**src/hdl/mtta_pkg.sv**
```systemverilog
`timescale 1ns / 1ps
// ----------------------------------------------------------------------------
// mtta_pkg
// Shared types and constants for the macro-tiled texture address pipeline:
// register indexes, element size codes, bank swap order and divider state.
// ----------------------------------------------------------------------------
package mtta_pkg;

  localparam logic [2:0] REG_BITS_PER_ELEMENT = 3'd0;
  localparam logic [2:0] REG_DEPTH_LAYOUT     = 3'd1;
  localparam logic [2:0] REG_SURFACE_PITCH    = 3'd2;
  localparam logic [2:0] REG_SURFACE_HEIGHT   = 3'd3;
  localparam logic [2:0] REG_TILE_ASPECT      = 3'd4;
  localparam logic [2:0] REG_SURFACE_SWIZZLE  = 3'd5;
  localparam logic [2:0] REG_TILE_ROTATION    = 3'd6;
  localparam logic [2:0] REG_BANK_SWAP        = 3'd7;

  localparam int ELEM_CODES = 6;
  localparam int ASPECT_CODES = 3;

  typedef enum logic [2:0] {
    ELEM_8,
    ELEM_16,
    ELEM_32,
    ELEM_64,
    ELEM_96,
    ELEM_128
  } elem_code_t;

  localparam int SWAP_W = 14;
  localparam int DIVIDEND_W = 16;
  localparam int DIV_STEPS = 4;

  localparam logic [2:0] SWAP_ORDER [8] = '{
    3'd0, 3'd1, 3'd3, 3'd2, 3'd6, 3'd7, 3'd5, 3'd4
  };

  typedef struct packed {
    logic [SWAP_W-1:0]     rem;
    logic [DIVIDEND_W-1:0] dsr;
    logic [DIVIDEND_W-1:0] quo;
  } div_state_t;

  function automatic int elem_size(input int code);
    int r;
    case (code)
      int'(ELEM_8):   r = 8;
      int'(ELEM_16):  r = 16;
      int'(ELEM_64):  r = 64;
      int'(ELEM_96):  r = 96;
      int'(ELEM_128): r = 128;
      default: r = 32;
    endcase
    return r;
  endfunction

endpackage

```
**src/hdl/macro_tiled_texture_address_top.sv**
```systemverilog
`timescale 1ns / 1ps
// ----------------------------------------------------------------------------
// macro_tiled_texture_address_top
// Byte offset of a texel in a thin 2D macro-tiled surface: micro tile index,
// macro tile and slice offset, bank/pipe rotation and optional bank swap.
//
//   channel | direction | signals
//   --------+-----------+--------------------------------------------------
//   in      | sink      | in_valid in_ready coord_x coord_y slice_index
//           |           | depth_tile_base depth_comp_bits
//   out     | source    | out_valid out_ready byte_offset
//   cfg     | sink      | cfg_valid cfg_ready cfg_index cfg_data
//
// one transaction per cycle while out_ready does not stall the output register
// stages are sized by the 16-step bank swap divider (4 steps per stage) and the
// chained slice offset multipliers (pitch*height, *element bytes, *slice)
// reset clears valid bits and loads register defaults; no clearing pass
// each stage has its own ready, so bubbles close up and a stall drops nothing
// bank and pipe counts are powers of two
// ----------------------------------------------------------------------------
module macro_tiled_texture_address_top #(
  parameter int BANK_COUNT = 4,
  parameter int PIPE_COUNT = 2,
  parameter int GROUP_BITS = 8,
  parameter int SWAP_BYTES = 256,
  parameter int ROW_BYTES  = 2048
) (
  input  logic        clk,
  input  logic        rst,
  input  logic        in_valid,
  output logic        in_ready,
  input  logic [13:0] coord_x,
  input  logic [13:0] coord_y,
  input  logic [7:0]  slice_index,
  input  logic [15:0] depth_tile_base,
  input  logic [7:0]  depth_comp_bits,
  output logic        out_valid,
  input  logic        out_ready,
  output logic [31:0] byte_offset,
  input  logic        cfg_valid,
  output logic        cfg_ready,
  input  logic [2:0]  cfg_index,
  input  logic [14:0] cfg_data
);

  localparam int BB = $clog2(BANK_COUNT);
  localparam int PB = $clog2(PIPE_COUNT);
  localparam int PBW = (PB > 0) ? PB : 1;
  localparam int SW = mtta_pkg::SWAP_W;
  localparam int DW = mtta_pkg::DIVIDEND_W;
  localparam logic [31:0] GMASK = 32'((64'd1 << GROUP_BITS) - 64'd1);

  // configuration registers
  logic [7:0]  bits_per_element;
  logic        depth_layout;
  logic [14:0] surface_pitch;
  logic [14:0] surface_height;
  logic [2:0]  tile_aspect;
  logic [11:0] surface_swizzle;
  logic [3:0]  tile_rotation;
  logic        bank_swap_en;

  assign cfg_ready = 1'b1;

  always_ff @(posedge clk) begin
    if (rst) begin
      bits_per_element <= 8'd32;
      depth_layout     <= 1'b0;
      surface_pitch    <= 15'd256;
      surface_height   <= 15'd256;
      tile_aspect      <= 3'd1;
      surface_swizzle  <= 12'd0;
      tile_rotation    <= 4'd0;
      bank_swap_en     <= 1'b0;
    end else if (cfg_valid && cfg_ready) begin
      case (cfg_index)
        mtta_pkg::REG_BITS_PER_ELEMENT: bits_per_element <= cfg_data[7:0];
        mtta_pkg::REG_DEPTH_LAYOUT:     depth_layout     <= cfg_data[0];
        mtta_pkg::REG_SURFACE_PITCH:    surface_pitch    <= cfg_data;
        mtta_pkg::REG_SURFACE_HEIGHT:   surface_height   <= cfg_data;
        mtta_pkg::REG_TILE_ASPECT:      tile_aspect      <= cfg_data[2:0];
        mtta_pkg::REG_SURFACE_SWIZZLE:  surface_swizzle  <= cfg_data[11:0];
        mtta_pkg::REG_TILE_ROTATION:    tile_rotation    <= cfg_data[3:0];
        mtta_pkg::REG_BANK_SWAP:        bank_swap_en     <= cfg_data[0];
        default: begin
        end
      endcase
    end
  end

  // configuration decode
  mtta_pkg::elem_code_t ecode;
  logic [7:0]  ev;
  logic [4:0]  e8;
  logic [1:0]  la;
  logic [15:0] pitch2;

  always_comb begin
    case (bits_per_element)
      8'd8:    ecode = mtta_pkg::ELEM_8;
      8'd16:   ecode = mtta_pkg::ELEM_16;
      8'd64:   ecode = mtta_pkg::ELEM_64;
      8'd96:   ecode = mtta_pkg::ELEM_96;
      8'd128:  ecode = mtta_pkg::ELEM_128;
      default: ecode = mtta_pkg::ELEM_32;
    endcase
    case (tile_aspect)
      3'd2:    la = 2'd1;
      3'd4:    la = 2'd2;
      default: la = 2'd0;
    endcase
    ev = 8'(mtta_pkg::elem_size(int'(ecode)));
    e8 = ev[7:3];
    pitch2 = {surface_pitch, 1'b0};
  end

  // bank swap width before pitch halving, per element size and aspect
  logic [SW-1:0] w0_tab [mtta_pkg::ELEM_CODES][mtta_pkg::ASPECT_CODES];

  for (genvar ei = 0; ei < mtta_pkg::ELEM_CODES; ei++) begin : g_we
    for (genvar ai = 0; ai < mtta_pkg::ASPECT_CODES; ai++) begin : g_wa
      localparam int E = mtta_pkg::elem_size(ei);
      localparam int A = 1 << ai;
      localparam int TILES0 = (SWAP_BYTES / 2) / E;
      localparam int TILES = (TILES0 < 1) ? 1 : TILES0;
      localparam int WIDE = TILES * 8 * BANK_COUNT;
      localparam int WMAX = (PIPE_COUNT * BANK_COUNT * ROW_BYTES) / (A * PIPE_COUNT * E);
      localparam int WMIN = ((1 << GROUP_BITS) * 8 * BANK_COUNT) / (8 * E);
      localparam int WHI = (WMIN > WIDE) ? WMIN : WIDE;
      localparam int WCL = (WMAX < WHI) ? WMAX : WHI;
      localparam int W0 = (WCL == 0) ? 1 : WCL;
      assign w0_tab[ei][ai] = SW'(W0);
    end
  end

  logic [SW-1:0] w0;
  logic [SW-1:0] wk;
  logic [3:0]    kcnt;
  logic [SW-1:0] w_eff;

  always_comb begin
    w0 = w0_tab[ecode][la];
    kcnt = 4'd0;
    for (int k = 0; k < SW; k++) begin
      wk = w0 >> k;
      if (wk > SW'(1) && {2'b00, wk} >= pitch2) begin
        kcnt = kcnt + 4'd1;
      end
    end
    w_eff = w0 >> kcnt;
  end

  function automatic logic [5:0] micro_index(input logic depth,
                                             input mtta_pkg::elem_code_t ec,
                                             input logic [2:0] x,
                                             input logic [2:0] y);
    logic [5:0] b;
    if (depth) begin
      b = {y[2], x[2], y[1], x[1], y[0], x[0]};
    end else begin
      case (ec)
        mtta_pkg::ELEM_8:   b = {y[2], y[0], y[1], x[2], x[1], x[0]};
        mtta_pkg::ELEM_16:  b = {y[2], y[1], y[0], x[2], x[1], x[0]};
        mtta_pkg::ELEM_64:  b = {y[2], y[1], x[2], x[1], y[0], x[0]};
        mtta_pkg::ELEM_128: b = {y[2], y[1], x[2], x[1], x[0], y[0]};
        default:            b = {y[2], y[1], x[2], y[0], x[1], x[0]};
      endcase
    end
    return b;
  endfunction

  function automatic mtta_pkg::div_state_t div_run(input mtta_pkg::div_state_t st,
                                                   input logic [SW-1:0] dvs);
    mtta_pkg::div_state_t r;
    logic [SW:0] trial;
    r = st;
    for (int i = 0; i < mtta_pkg::DIV_STEPS; i++) begin
      trial = {r.rem, r.dsr[DW-1]};
      r.dsr = r.dsr << 1;
      if (trial >= {1'b0, dvs}) begin
        r.rem = SW'(trial - {1'b0, dvs});
        r.quo = {r.quo[DW-2:0], 1'b1};
      end else begin
        r.rem = trial[SW-1:0];
        r.quo = {r.quo[DW-2:0], 1'b0};
      end
    end
    return r;
  endfunction

  // stage handshake
  logic [4:0] vld;
  logic [4:0] rdy;

  always_comb begin
    rdy[4] = !vld[4] || out_ready;
    for (int i = 3; i >= 0; i--) begin
      rdy[i] = !vld[i] || rdy[i+1];
    end
  end

  assign in_ready  = rdy[0];
  assign out_valid = vld[4];

  always_ff @(posedge clk) begin
    if (rst) begin
      vld <= '0;
    end else begin
      if (rdy[0]) vld[0] <= in_valid;
      for (int i = 1; i < 5; i++) begin
        if (rdy[i]) vld[i] <= vld[i-1];
      end
    end
  end

  // stage 1: micro index, element offset, bank/pipe, macro tile position
  logic [5:0]    pix;
  logic [16:0]   eo_full;
  logic [13:0]   mtx_n;
  logic [1:0]    bank2;
  logic          pipe1;
  logic [12:0]   bpx;
  mtta_pkg::div_state_t div_n;

  always_comb begin
    pix = micro_index(depth_layout, ecode, coord_x[2:0], coord_y[2:0]);
    if (depth_layout && depth_comp_bits != 8'd0 && depth_comp_bits != ev) begin
      eo_full = 17'(depth_tile_base) + 17'(depth_comp_bits) * 17'(pix);
    end else begin
      eo_full = 17'(ev) * 17'(pix);
    end
    mtx_n = coord_x >> (BB + 3 - int'(la));
    bank2 = {coord_y[3+PB] ^ coord_x[4], coord_y[4+PB] ^ coord_x[3]};
    pipe1 = coord_y[3] ^ coord_x[3];
    bpx = ((13'(bank2) << PB) | 13'(pipe1))
        ^ (13'(surface_swizzle[8]) + 13'(PIPE_COUNT) * 13'(surface_swizzle[11:9])
           + 13'(slice_index) * 13'(tile_rotation));
    div_n.rem = '0;
    div_n.dsr = DW'(DW'(mtx_n) << (BB + 3 - int'(la)));
    div_n.quo = '0;
  end

  logic [13:0]   s1_eo;
  logic [29:0]   s1_ph;
  logic [13:0]   s1_mtx;
  logic [13:0]   s1_mty;
  logic [7:0]    s1_s;
  logic [BB-1:0] s1_bank;
  logic [PBW-1:0] s1_pipe;
  logic [SW-1:0] s1_w;
  mtta_pkg::div_state_t s1_div;

  always_ff @(posedge clk) begin
    if (rdy[0] && in_valid) begin
      s1_eo   <= eo_full[16:3];
      s1_ph   <= 30'(surface_pitch) * 30'(surface_height);
      s1_mtx  <= mtx_n;
      s1_mty  <= coord_y >> (PB + 3 + int'(la));
      s1_s    <= slice_index;
      s1_bank <= BB'((bpx >> PB) & 13'(BANK_COUNT - 1));
      s1_pipe <= PBW'(bpx & 13'(PIPE_COUNT - 1));
      s1_w    <= w_eff;
      s1_div  <= div_n;
    end
  end

  // stage 2: macro tile index, bytes per slice
  logic [14:0] pdiv;
  assign pdiv = surface_pitch >> (BB + 3 - int'(la));

  logic [13:0]   s2_eo;
  logic [29:0]   s2_m1;
  logic [31:0]   s2_sp;
  logic [7:0]    s2_s;
  logic [BB-1:0] s2_bank;
  logic [PBW-1:0] s2_pipe;
  logic [SW-1:0] s2_w;
  mtta_pkg::div_state_t s2_div;

  always_ff @(posedge clk) begin
    if (rdy[1] && vld[0]) begin
      s2_eo   <= s1_eo;
      s2_m1   <= 30'(pdiv) * 30'(s1_mty) + 30'(s1_mtx);
      s2_sp   <= 32'(s1_ph) * 32'(e8);
      s2_s    <= s1_s;
      s2_bank <= s1_bank;
      s2_pipe <= s1_pipe;
      s2_w    <= s1_w;
      s2_div  <= div_run(s1_div, s1_w);
    end
  end

  // stage 3: macro tile and slice byte offsets
  logic [13:0]   s3_eo;
  logic [31:0]   s3_mo;
  logic [31:0]   s3_so;
  logic [BB-1:0] s3_bank;
  logic [PBW-1:0] s3_pipe;
  logic [SW-1:0] s3_w;
  mtta_pkg::div_state_t s3_div;

  always_ff @(posedge clk) begin
    if (rdy[2] && vld[1]) begin
      s3_eo   <= s2_eo;
      s3_mo   <= 32'((32'(s2_m1) * 32'(e8)) << (6 + BB + PB));
      s3_so   <= s2_sp * 32'(s2_s);
      s3_bank <= s2_bank;
      s3_pipe <= s2_pipe;
      s3_w    <= s2_w;
      s3_div  <= div_run(s2_div, s2_w);
    end
  end

  // stage 4: element offset plus macro tile and slice offsets
  logic [31:0] mt_sum;
  assign mt_sum = s3_mo + s3_so;

  logic [31:0]   s4_total;
  logic [BB-1:0] s4_bank;
  logic [PBW-1:0] s4_pipe;
  logic [SW-1:0] s4_w;
  mtta_pkg::div_state_t s4_div;

  always_ff @(posedge clk) begin
    if (rdy[3] && vld[2]) begin
      s4_total <= 32'(s3_eo) + (mt_sum >> (BB + PB));
      s4_bank  <= s3_bank;
      s4_pipe  <= s3_pipe;
      s4_w     <= s3_w;
      s4_div   <= div_run(s3_div, s3_w);
    end
  end

  // stage 5: bank swap and bank/pipe interleave
  mtta_pkg::div_state_t div_f;
  logic [2:0]    swap_idx;
  logic [BB-1:0] bank_f;

  always_comb begin
    div_f = div_run(s4_div, s4_w);
    swap_idx = 3'(div_f.quo[BB-1:0]);
    if (bank_swap_en) begin
      bank_f = s4_bank ^ mtta_pkg::SWAP_ORDER[swap_idx][BB-1:0];
    end else begin
      bank_f = s4_bank;
    end
  end

  always_ff @(posedge clk) begin
    if (rdy[4] && vld[3]) begin
      byte_offset <= ((s4_total & ~GMASK) << (BB + PB)) | (s4_total & GMASK)
                   | (32'(bank_f) << (PB + GROUP_BITS)) | (32'(s4_pipe) << GROUP_BITS);
    end
  end

`ifndef SYNTHESIS
  a_div_rem: assert property (@(posedge clk) disable iff (rst)
    vld[1] |-> (s2_div.rem < s2_w))
    else $error("swap divider remainder not below divisor");

  a_stall_hold: assert property (@(posedge clk) disable iff (rst)
    (vld[0] && !rdy[1]) |=> (vld[0] && $stable(s1_eo) && $stable(s1_div)))
    else $error("stalled stage 1 transaction lost or changed");

  a_swap_width: assert property (@(posedge clk) disable iff (rst)
    (w_eff == SW'(1)) || ({2'b00, w_eff} < pitch2))
    else $error("bank swap width not reduced below twice the pitch");

  a_out_from_s4: assert property (@(posedge clk) disable iff (rst)
    $rose(vld[4]) |-> $past(vld[3]))
    else $error("output valid without a transaction in stage 4");
`endif

endmodule
```
**config.mk**
```make
export PLATFORM = sky130hd
export DESIGN_NAME = macro_tiled_texture_address_top
export DESIGN_NICKNAME = d
export VERILOG_FILES = /design/src/hdl/mtta_pkg.sv /design/src/hdl/macro_tiled_texture_address_top.sv
export SDC_FILE = /design/constraint.sdc
export NUM_CORES = 2
export LEC_CHECK = 0
export BUFFER_PORTS_ARGS = -buffer_cell sky130_fd_sc_hd__buf_2
export CAP_MARGIN = 20
export CORE_UTILIZATION = 50
export DETAILED_ROUTE_END_ITERATION = 12
export PLACE_DENSITY = 0.62
export SETUP_SLACK_MARGIN = 0.4
export SLEW_MARGIN = 20
export SYNTH_ARGS = -nofsm -noshare
export SYNTH_HDL_FRONTEND = slang
export SYNTH_SLANG_ARGS = --single-unit
```
**constraint.sdc**
```tcl
create_clock -name clk -period 13.15 [get_ports clk]
set_clock_uncertainty 0.05 [all_clocks]
set_input_delay 2.63 -clock clk [delete_from_list [all_inputs] [get_ports clk]]
set_output_delay 2.63 -clock clk [all_outputs]
set_load 0.1 [all_outputs]
```
# Word level (Yosys, flattened, before mapping)
# Memories as Yosys holds them, arrays and structs flattened.
# Cells that the tools add are included.
[word_totals]
ff_bits = 507
rom_bits = 360
input_bits = 83
wordCells = 272
n_memories = 2
[mem_list]
columns = ["memory", "depth", "word_bits", "read_ports", "rd_clocked_by_memory_dff", "wr", "line_no", "text"]
rows = [
  ["(name not given)", 8, 42, 1, 0, 0, "macro_tiled_texture_address_top.sv:142", "w0 = w0_tab[ecode][la];"],
  ["(name not given)", 8, 3, 1, 0, 0, "macro_tiled_texture_address_top.sv:343", "bank_f = s4_bank ^ mtta_pkg::SWAP_ORDER[swap_idx][BB-1:0];"],
]
[op_classes]
add_sub_neg = 36
n_mul = 8
n_lt_le_gt_ge = 47
n_eq_ne = 19
n_shift = 5
mux = 54
bitwise_logic = 12
n_reduce_logical = 42
[op_table]
columns = ["cell", "n"]
rows = [
  ["$mux 14", 27],
  ["$ge 15x14->1", 15],
  ["$sub 14x14->14", 14],
  ["$mux 42", 2],
  ["$add 4x1->4 const B", 13],
  ["$mux 4", 13],
  ["$pmux 8 s5", 1],
  ["$add 32x32->32", 1],
  ["$mul 30x5->32", 1],
  ["$mul 32x8->32", 1],
  ["$or 32x11->32", 1],
  ["$or 32x8->32", 1],
  ["$or 32x9->32", 1],
  ["$shl 14x32->16", 1],
  ["$shr 14x32->14", 1],
  ["$shr 15x32->15", 1],
  ["$add 29x14->30", 1],
  ["$mul 15x15->30", 1],
  ["$mul 30x5->23", 1],
  ["$add 14x29->29", 1],
  ["$mul 15x14->29", 1],
  ["$bmux 14 s2", 1],
  ["$mul 8x6->14", 2],
  ["$shr 14x4->14", 2],
  ["65 further kinds", 119],
]

# Depth between registers and ports, before layout
[depth]
ltp_word = 39
ltp_mapped = 48
depth_no_buf = 45

# Least setup slack after synthesis
# No wires, ideal clock.
[synth_path]
path_kind = "in2reg"
start = "in out_ready"
end = "reg s3_bank[0], enable pin"
setup_time_ns = 0.715
arrival_time_ns = 10.307
setup_slack_ns = 2.079
cell_stages = 4
path_buffers = 1
cell_sequence = "nor2b_1 and2_1 clkbuf_1 a21boi_0"
[synth_between]
elab_chain_len = 4
[synth_rtl]
columns = ["element", "line_no", "text"]
rows = [
  ["start: declaration", "macro_tiled_texture_address_top.sv:38", "input logic out_ready,"],
  ["$logic_or 1x1->1", "macro_tiled_texture_address_top.sv:196", "rdy[4] = !vld[4] || out_ready;"],
  ["$logic_or 1x1->1 (2 in a row)", "macro_tiled_texture_address_top.sv:198", "rdy[i] = !vld[i] || rdy[i+1];"],
  ["$logic_and 1x1->1", "macro_tiled_texture_address_top.sv:303", "if (rdy[2] && vld[1]) begin"],
  ["end signal: assignment", "macro_tiled_texture_address_top.sv:307", "s3_bank <= s2_bank;"],
  ["end: declaration", "macro_tiled_texture_address_top.sv:297", "logic [BB-1:0] s3_bank;"],
]
# No other way between the ends.
# A chain may end at the register's enable or synchronous reset.

# Worst setup path after layout
[layout_path]
start = "reg s3_w[9]"
end = "reg s4_div[39] (netlist bit), data pin"
[layout_between]
elab_chain_len = 11
[layout_rtl]
columns = ["element", "line_no", "text"]
rows = [
  ["start: declaration", "macro_tiled_texture_address_top.sv:299", "logic [SW-1:0] s3_w;"],
  ["start signal: assignment", "macro_tiled_texture_address_top.sv:309", "s3_w <= s2_w;"],
  ["$sub 14x14->14 / $ge 15x14->1 (equally long branches)", "macro_tiled_texture_address_top.sv:181, macro_tiled_texture_address_top.sv:180", ""],
  ["$mux 14", "macro_tiled_texture_address_top.sv:180", "if (trial >= {1'b0, dvs}) begin"],
  ["$mux 14", "macro_tiled_texture_address_top.sv:325", "if (rdy[3] && vld[2]) begin"],
  ["$ge 15x14->1 / $sub 14x14->14 (equally long branches)", "macro_tiled_texture_address_top.sv:180, macro_tiled_texture_address_top.sv:181", ""],
  ["$mux 14", "macro_tiled_texture_address_top.sv:180", ""],
  ["$mux 14", "macro_tiled_texture_address_top.sv:325", ""],
  ["$sub 14x14->14 / $ge 15x14->1 (equally long branches)", "macro_tiled_texture_address_top.sv:181, macro_tiled_texture_address_top.sv:180", ""],
  ["$mux 14", "macro_tiled_texture_address_top.sv:180", ""],
  ["$mux 14", "macro_tiled_texture_address_top.sv:325", ""],
  ["$sub 14x14->14 / $ge 15x14->1 (equally long branches)", "macro_tiled_texture_address_top.sv:181, macro_tiled_texture_address_top.sv:180", ""],
  ["$mux 14 *", "macro_tiled_texture_address_top.sv:180", ""],
  ["end signal: assignment", "macro_tiled_texture_address_top.sv:330", "s4_div <= div_run(s3_div, s3_w);"],
  ["end: declaration", "macro_tiled_texture_address_top.sv:322", "mtta_pkg::div_state_t s4_div;"],
]
# Mark *: on every way between the ends. The rest lies on a longest branch, timed or not. The select of a mux whose other input is x is not followed.

==> run_results.csv <==
group,metric,value,unit
setup_path,startpoint_type,"register",
timing,finalCriticalPeriod,11.62,ns
floorplan,pin_count,118,
min_path,min_path_cells,0,
cts,clockBufferDepth,3,
floorplan,start_util,50.43,%
cts,clockRootBuffer,"clkbuf_16",
setup_path,cp.required,13.50,ns
place,gp_congestion,0.8933,
detailed_routing,drt-total-wl,137500,um
timing,tightestPinTransition,1.125,ns
floorplan,die-area,116500,sq um
power_and_ir_drop,powerDensity,146.2,nW/um^2
layout,syn_to_final_growth,7.417,%
cts,numCtsBuffers,55,
setup_path,path_class,"reg2reg",
logic_synthesis,yosys.cell_types.count,116,
cts,clk_latency,0.67,ns
global_route,grt_overflow,0,
detailed_routing,dr.first_iter.drc_count,2634,
cts,htree_levels,2,
global_route,grt_max_degree,69,
detailed_routing,routed-via-count,42190,
logic_synthesis,synth_edf_count,414,
setup_path,cpMostUsedCell,"o21ai_0",
global_route,grt_pass1_vias,42520,
global_route,grt_usage,24.12,%
place,placed_area,59920,sq um
setup_path,worst-r2r-cell-count,42,
timing,whs,0.3668,ns
cts,cts.clk_slew.worst_paths,0.06,ns
timing,setup_violations,0,
timing,drv_slew,0,
timing,tns,0,ns
layout,drive_above_1_share,6.838,%
setup_path,slowest_delay,0.56,ns
logic_synthesis,netlist_instances,6084,
logic_synthesis,synth-seq-area-share,23.46,%
timing,rsz0062_at_grt,"false",
setup_path,path_max_fanout,16,
layout,layout_common_cells,"825 x nand2_1, 811 x inv_1, 639 x fa_1",
cts,cts_tree,"built",
run_status,run_status,"complete, no violations",
place,io_buffers,116,
detailed_routing,vias_per_cell,5.468,
power_and_ir_drop,vdd_drop_max,131.2,uV
timing,maxSlewHeadroom,25.02,%
floorplan,rows,124,
logic_synthesis,syn_area,57590,sq um
floorplan,die_h,341.4,um
detailed_routing,drt_pass1_iterations,7,
detailed_routing,drcViolationCount,0,
logic_synthesis,ys_ff_latch,468,
floorplan,core_area,114200,sq um
layout,final_common_cell,"nand2_1",
layout,num-fill-cells,10480,
min_path,min_path_type,"reg2reg",
logic_synthesis,async_flop_share,0,%
setup_path,slowest_stage,"or4_4",
logic_synthesis,ys_dominant_reg_cell,"edfxtp_1",
detailed_routing,wire_per_inst,17.82,um
timing,fmax,0.08602,GHz
cts,cts_num_sinks,468,
timing,hold_viol,0,
power_and_ir_drop,p_leak,0.02881,uW
layout,final_cells,7715,
logic_synthesis,synth_warnings,0,
setup_path,end_kind,"register",
detailed_routing,antenna_left,0,
place,dp_cells,7610,
run,drv_cap,0,
cts,cts_setup_buffers,0,
cts,cts_resized,0,
power_and_ir_drop,total_power,9046,uW
cts,cts.hold.buffers_added,0,
place,dpl.hpwl,109100,um
global_route,antenna_found_initial,16,
floorplan,die_width,341.4,um
logic_synthesis,synth.avg_cell_area,9.466,sq um
setup_path,arrival,11.98,ns
layout,nNetsFinal,7443,
layout,fin_area,61860,sq um
global_route,grt_pass1_wl,225900,um
timing,min_period_over_period,88.40,%
[final timing paths]
kind	slack, ns	startpoint	endpoint
max	1.53	s3_w[9]	s4_div[39]
min	0.37	s4_total[1]	byte_offset[1]
max reg2reg	1.53	s3_w[9]	s4_div[39]
min reg2reg	0.37	s4_total[1]	byte_offset[1]
[flip-flops by register name, summed over array words and instances (netlist names), 14 cells and up]
| register | cells |
|---|---|
| byte_offset | 32 |
| s1_div | 16 |
| s1_eo | 14 |
| s1_mtx | 14 |
| s1_ph | 30 |
| s2_div | 26 |
| s2_eo | 14 |
| s2_m1 | 23 |
| s2_sp | 32 |
| s3_div | 22 |
| s3_eo | 14 |
| s3_mo | 23 |
| s3_so | 29 |
| s4_div | 18 |
| s4_total | 29 |
| surface_height | 15 |
| surface_pitch | 15 |
[metrics by stage]
step	setup slack, ns	utilization (%)
finish	1.525	54.17
CTS	1.424	54.16
floorplan	2.079	-
global placement	1.775	52.47
global route	0.4445	54.17
detailed placement	1.482	52.48
[cells by family after synthesis]
group,after synthesis,share of synthesized area [%]
AO/OA/AOI/OAI,962,10.82
XOR/XNOR,327,5.097
adder cells (fa/ha/maj),1205,34.51
buffers and inverters,1003,6.607
flip-flops,468,23.46
multiplexers,133,2.562
other,2,0.01304
AND/OR/NAND/NOR,1984,16.92
[synthesized netlist by cell type (35+ instances only)]
| cell | n | share of area [%] |
|---|---|---|
| a211oi_1 | 38 | 0.50 |
| a21o_1 | 82 | 1.1 |
| a21oi_1 | 296 | 2.6 |
| and2_1 | 384 | 4.2 |
| and3_1 | 35 | 0.38 |
| clkbuf_1 | 165 | 1.1 |
| dfxtp_1 | 54 | 1.9 |
| edfxtp_1 | 414 | 22 |
| fa_1 | 639 | 22 |
| ha_1 | 566 | 12 |
| inv_1 | 811 | 5.3 |
| mux2_2 | 48 | 0.94 |
| mux2i_1 | 68 | 1.2 |
| nand2_1 | 825 | 5.4 |
| nand2b_1 | 53 | 0.58 |
| nand3_1 | 76 | 0.66 |
| nand4_1 | 38 | 0.41 |
| nor2_1 | 266 | 1.7 |
| nor2b_1 | 74 | 0.80 |
| nor3_1 | 85 | 0.74 |
| o21a_1 | 53 | 0.69 |
| o21ai_0 | 195 | 1.7 |
| o21bai_1 | 37 | 0.48 |
| xnor2_1 | 241 | 3.7 |
| xor2_1 | 81 | 1.2 |
[worst max-delay path, delay by kind of cell (launching register included)]
family	cells	cell delay, ns
adders and majority gates	4	1.26
DFF	1	0.44
muxes	3	1.08
AOI/OAI and AO/OA	18	4.44
buffers and inverters	3	0.36
and+or+nand+nor	14	3.73
[final cells by class]
type	instances	area, sq um	area share [%]
multi-input cells	4647	40480	65.44
flip-flops and latches	468	13510	21.84
inverters	812	3048	4.927
well taps	1512	1892	3.058
clock buffers	61	1399	2.261
repair buffers	171	996.0	1.610
clock inverters	42	524.3	0.8475
diodes	2	5.005	0.008090
[layer usage]
| layer | GRT usage, % | routed length, um | up-vias |
|---|---|---|---|
| met2 | 38.89 | 62430 | 895 |
| met5 | 0 | 99 | - |
| met3 | 3.161 | 7266 | 136 |
| met4 | 4.484 | 1957 | 14 |
| li1 | - | - | 20410 |
| met1 | 34.93 | 65730 | 20730 |
[where the power goes]
| group | switching (uW) | internal (uW) | total, uW |
|---|---|---|---|
| Clock | 689 | 958 | 1650 |
| Combinational | 3020 | 2290 | 5310 |
| Sequential | 129 | 1960 | 2090 |
(Power assumes the default switching activity.)
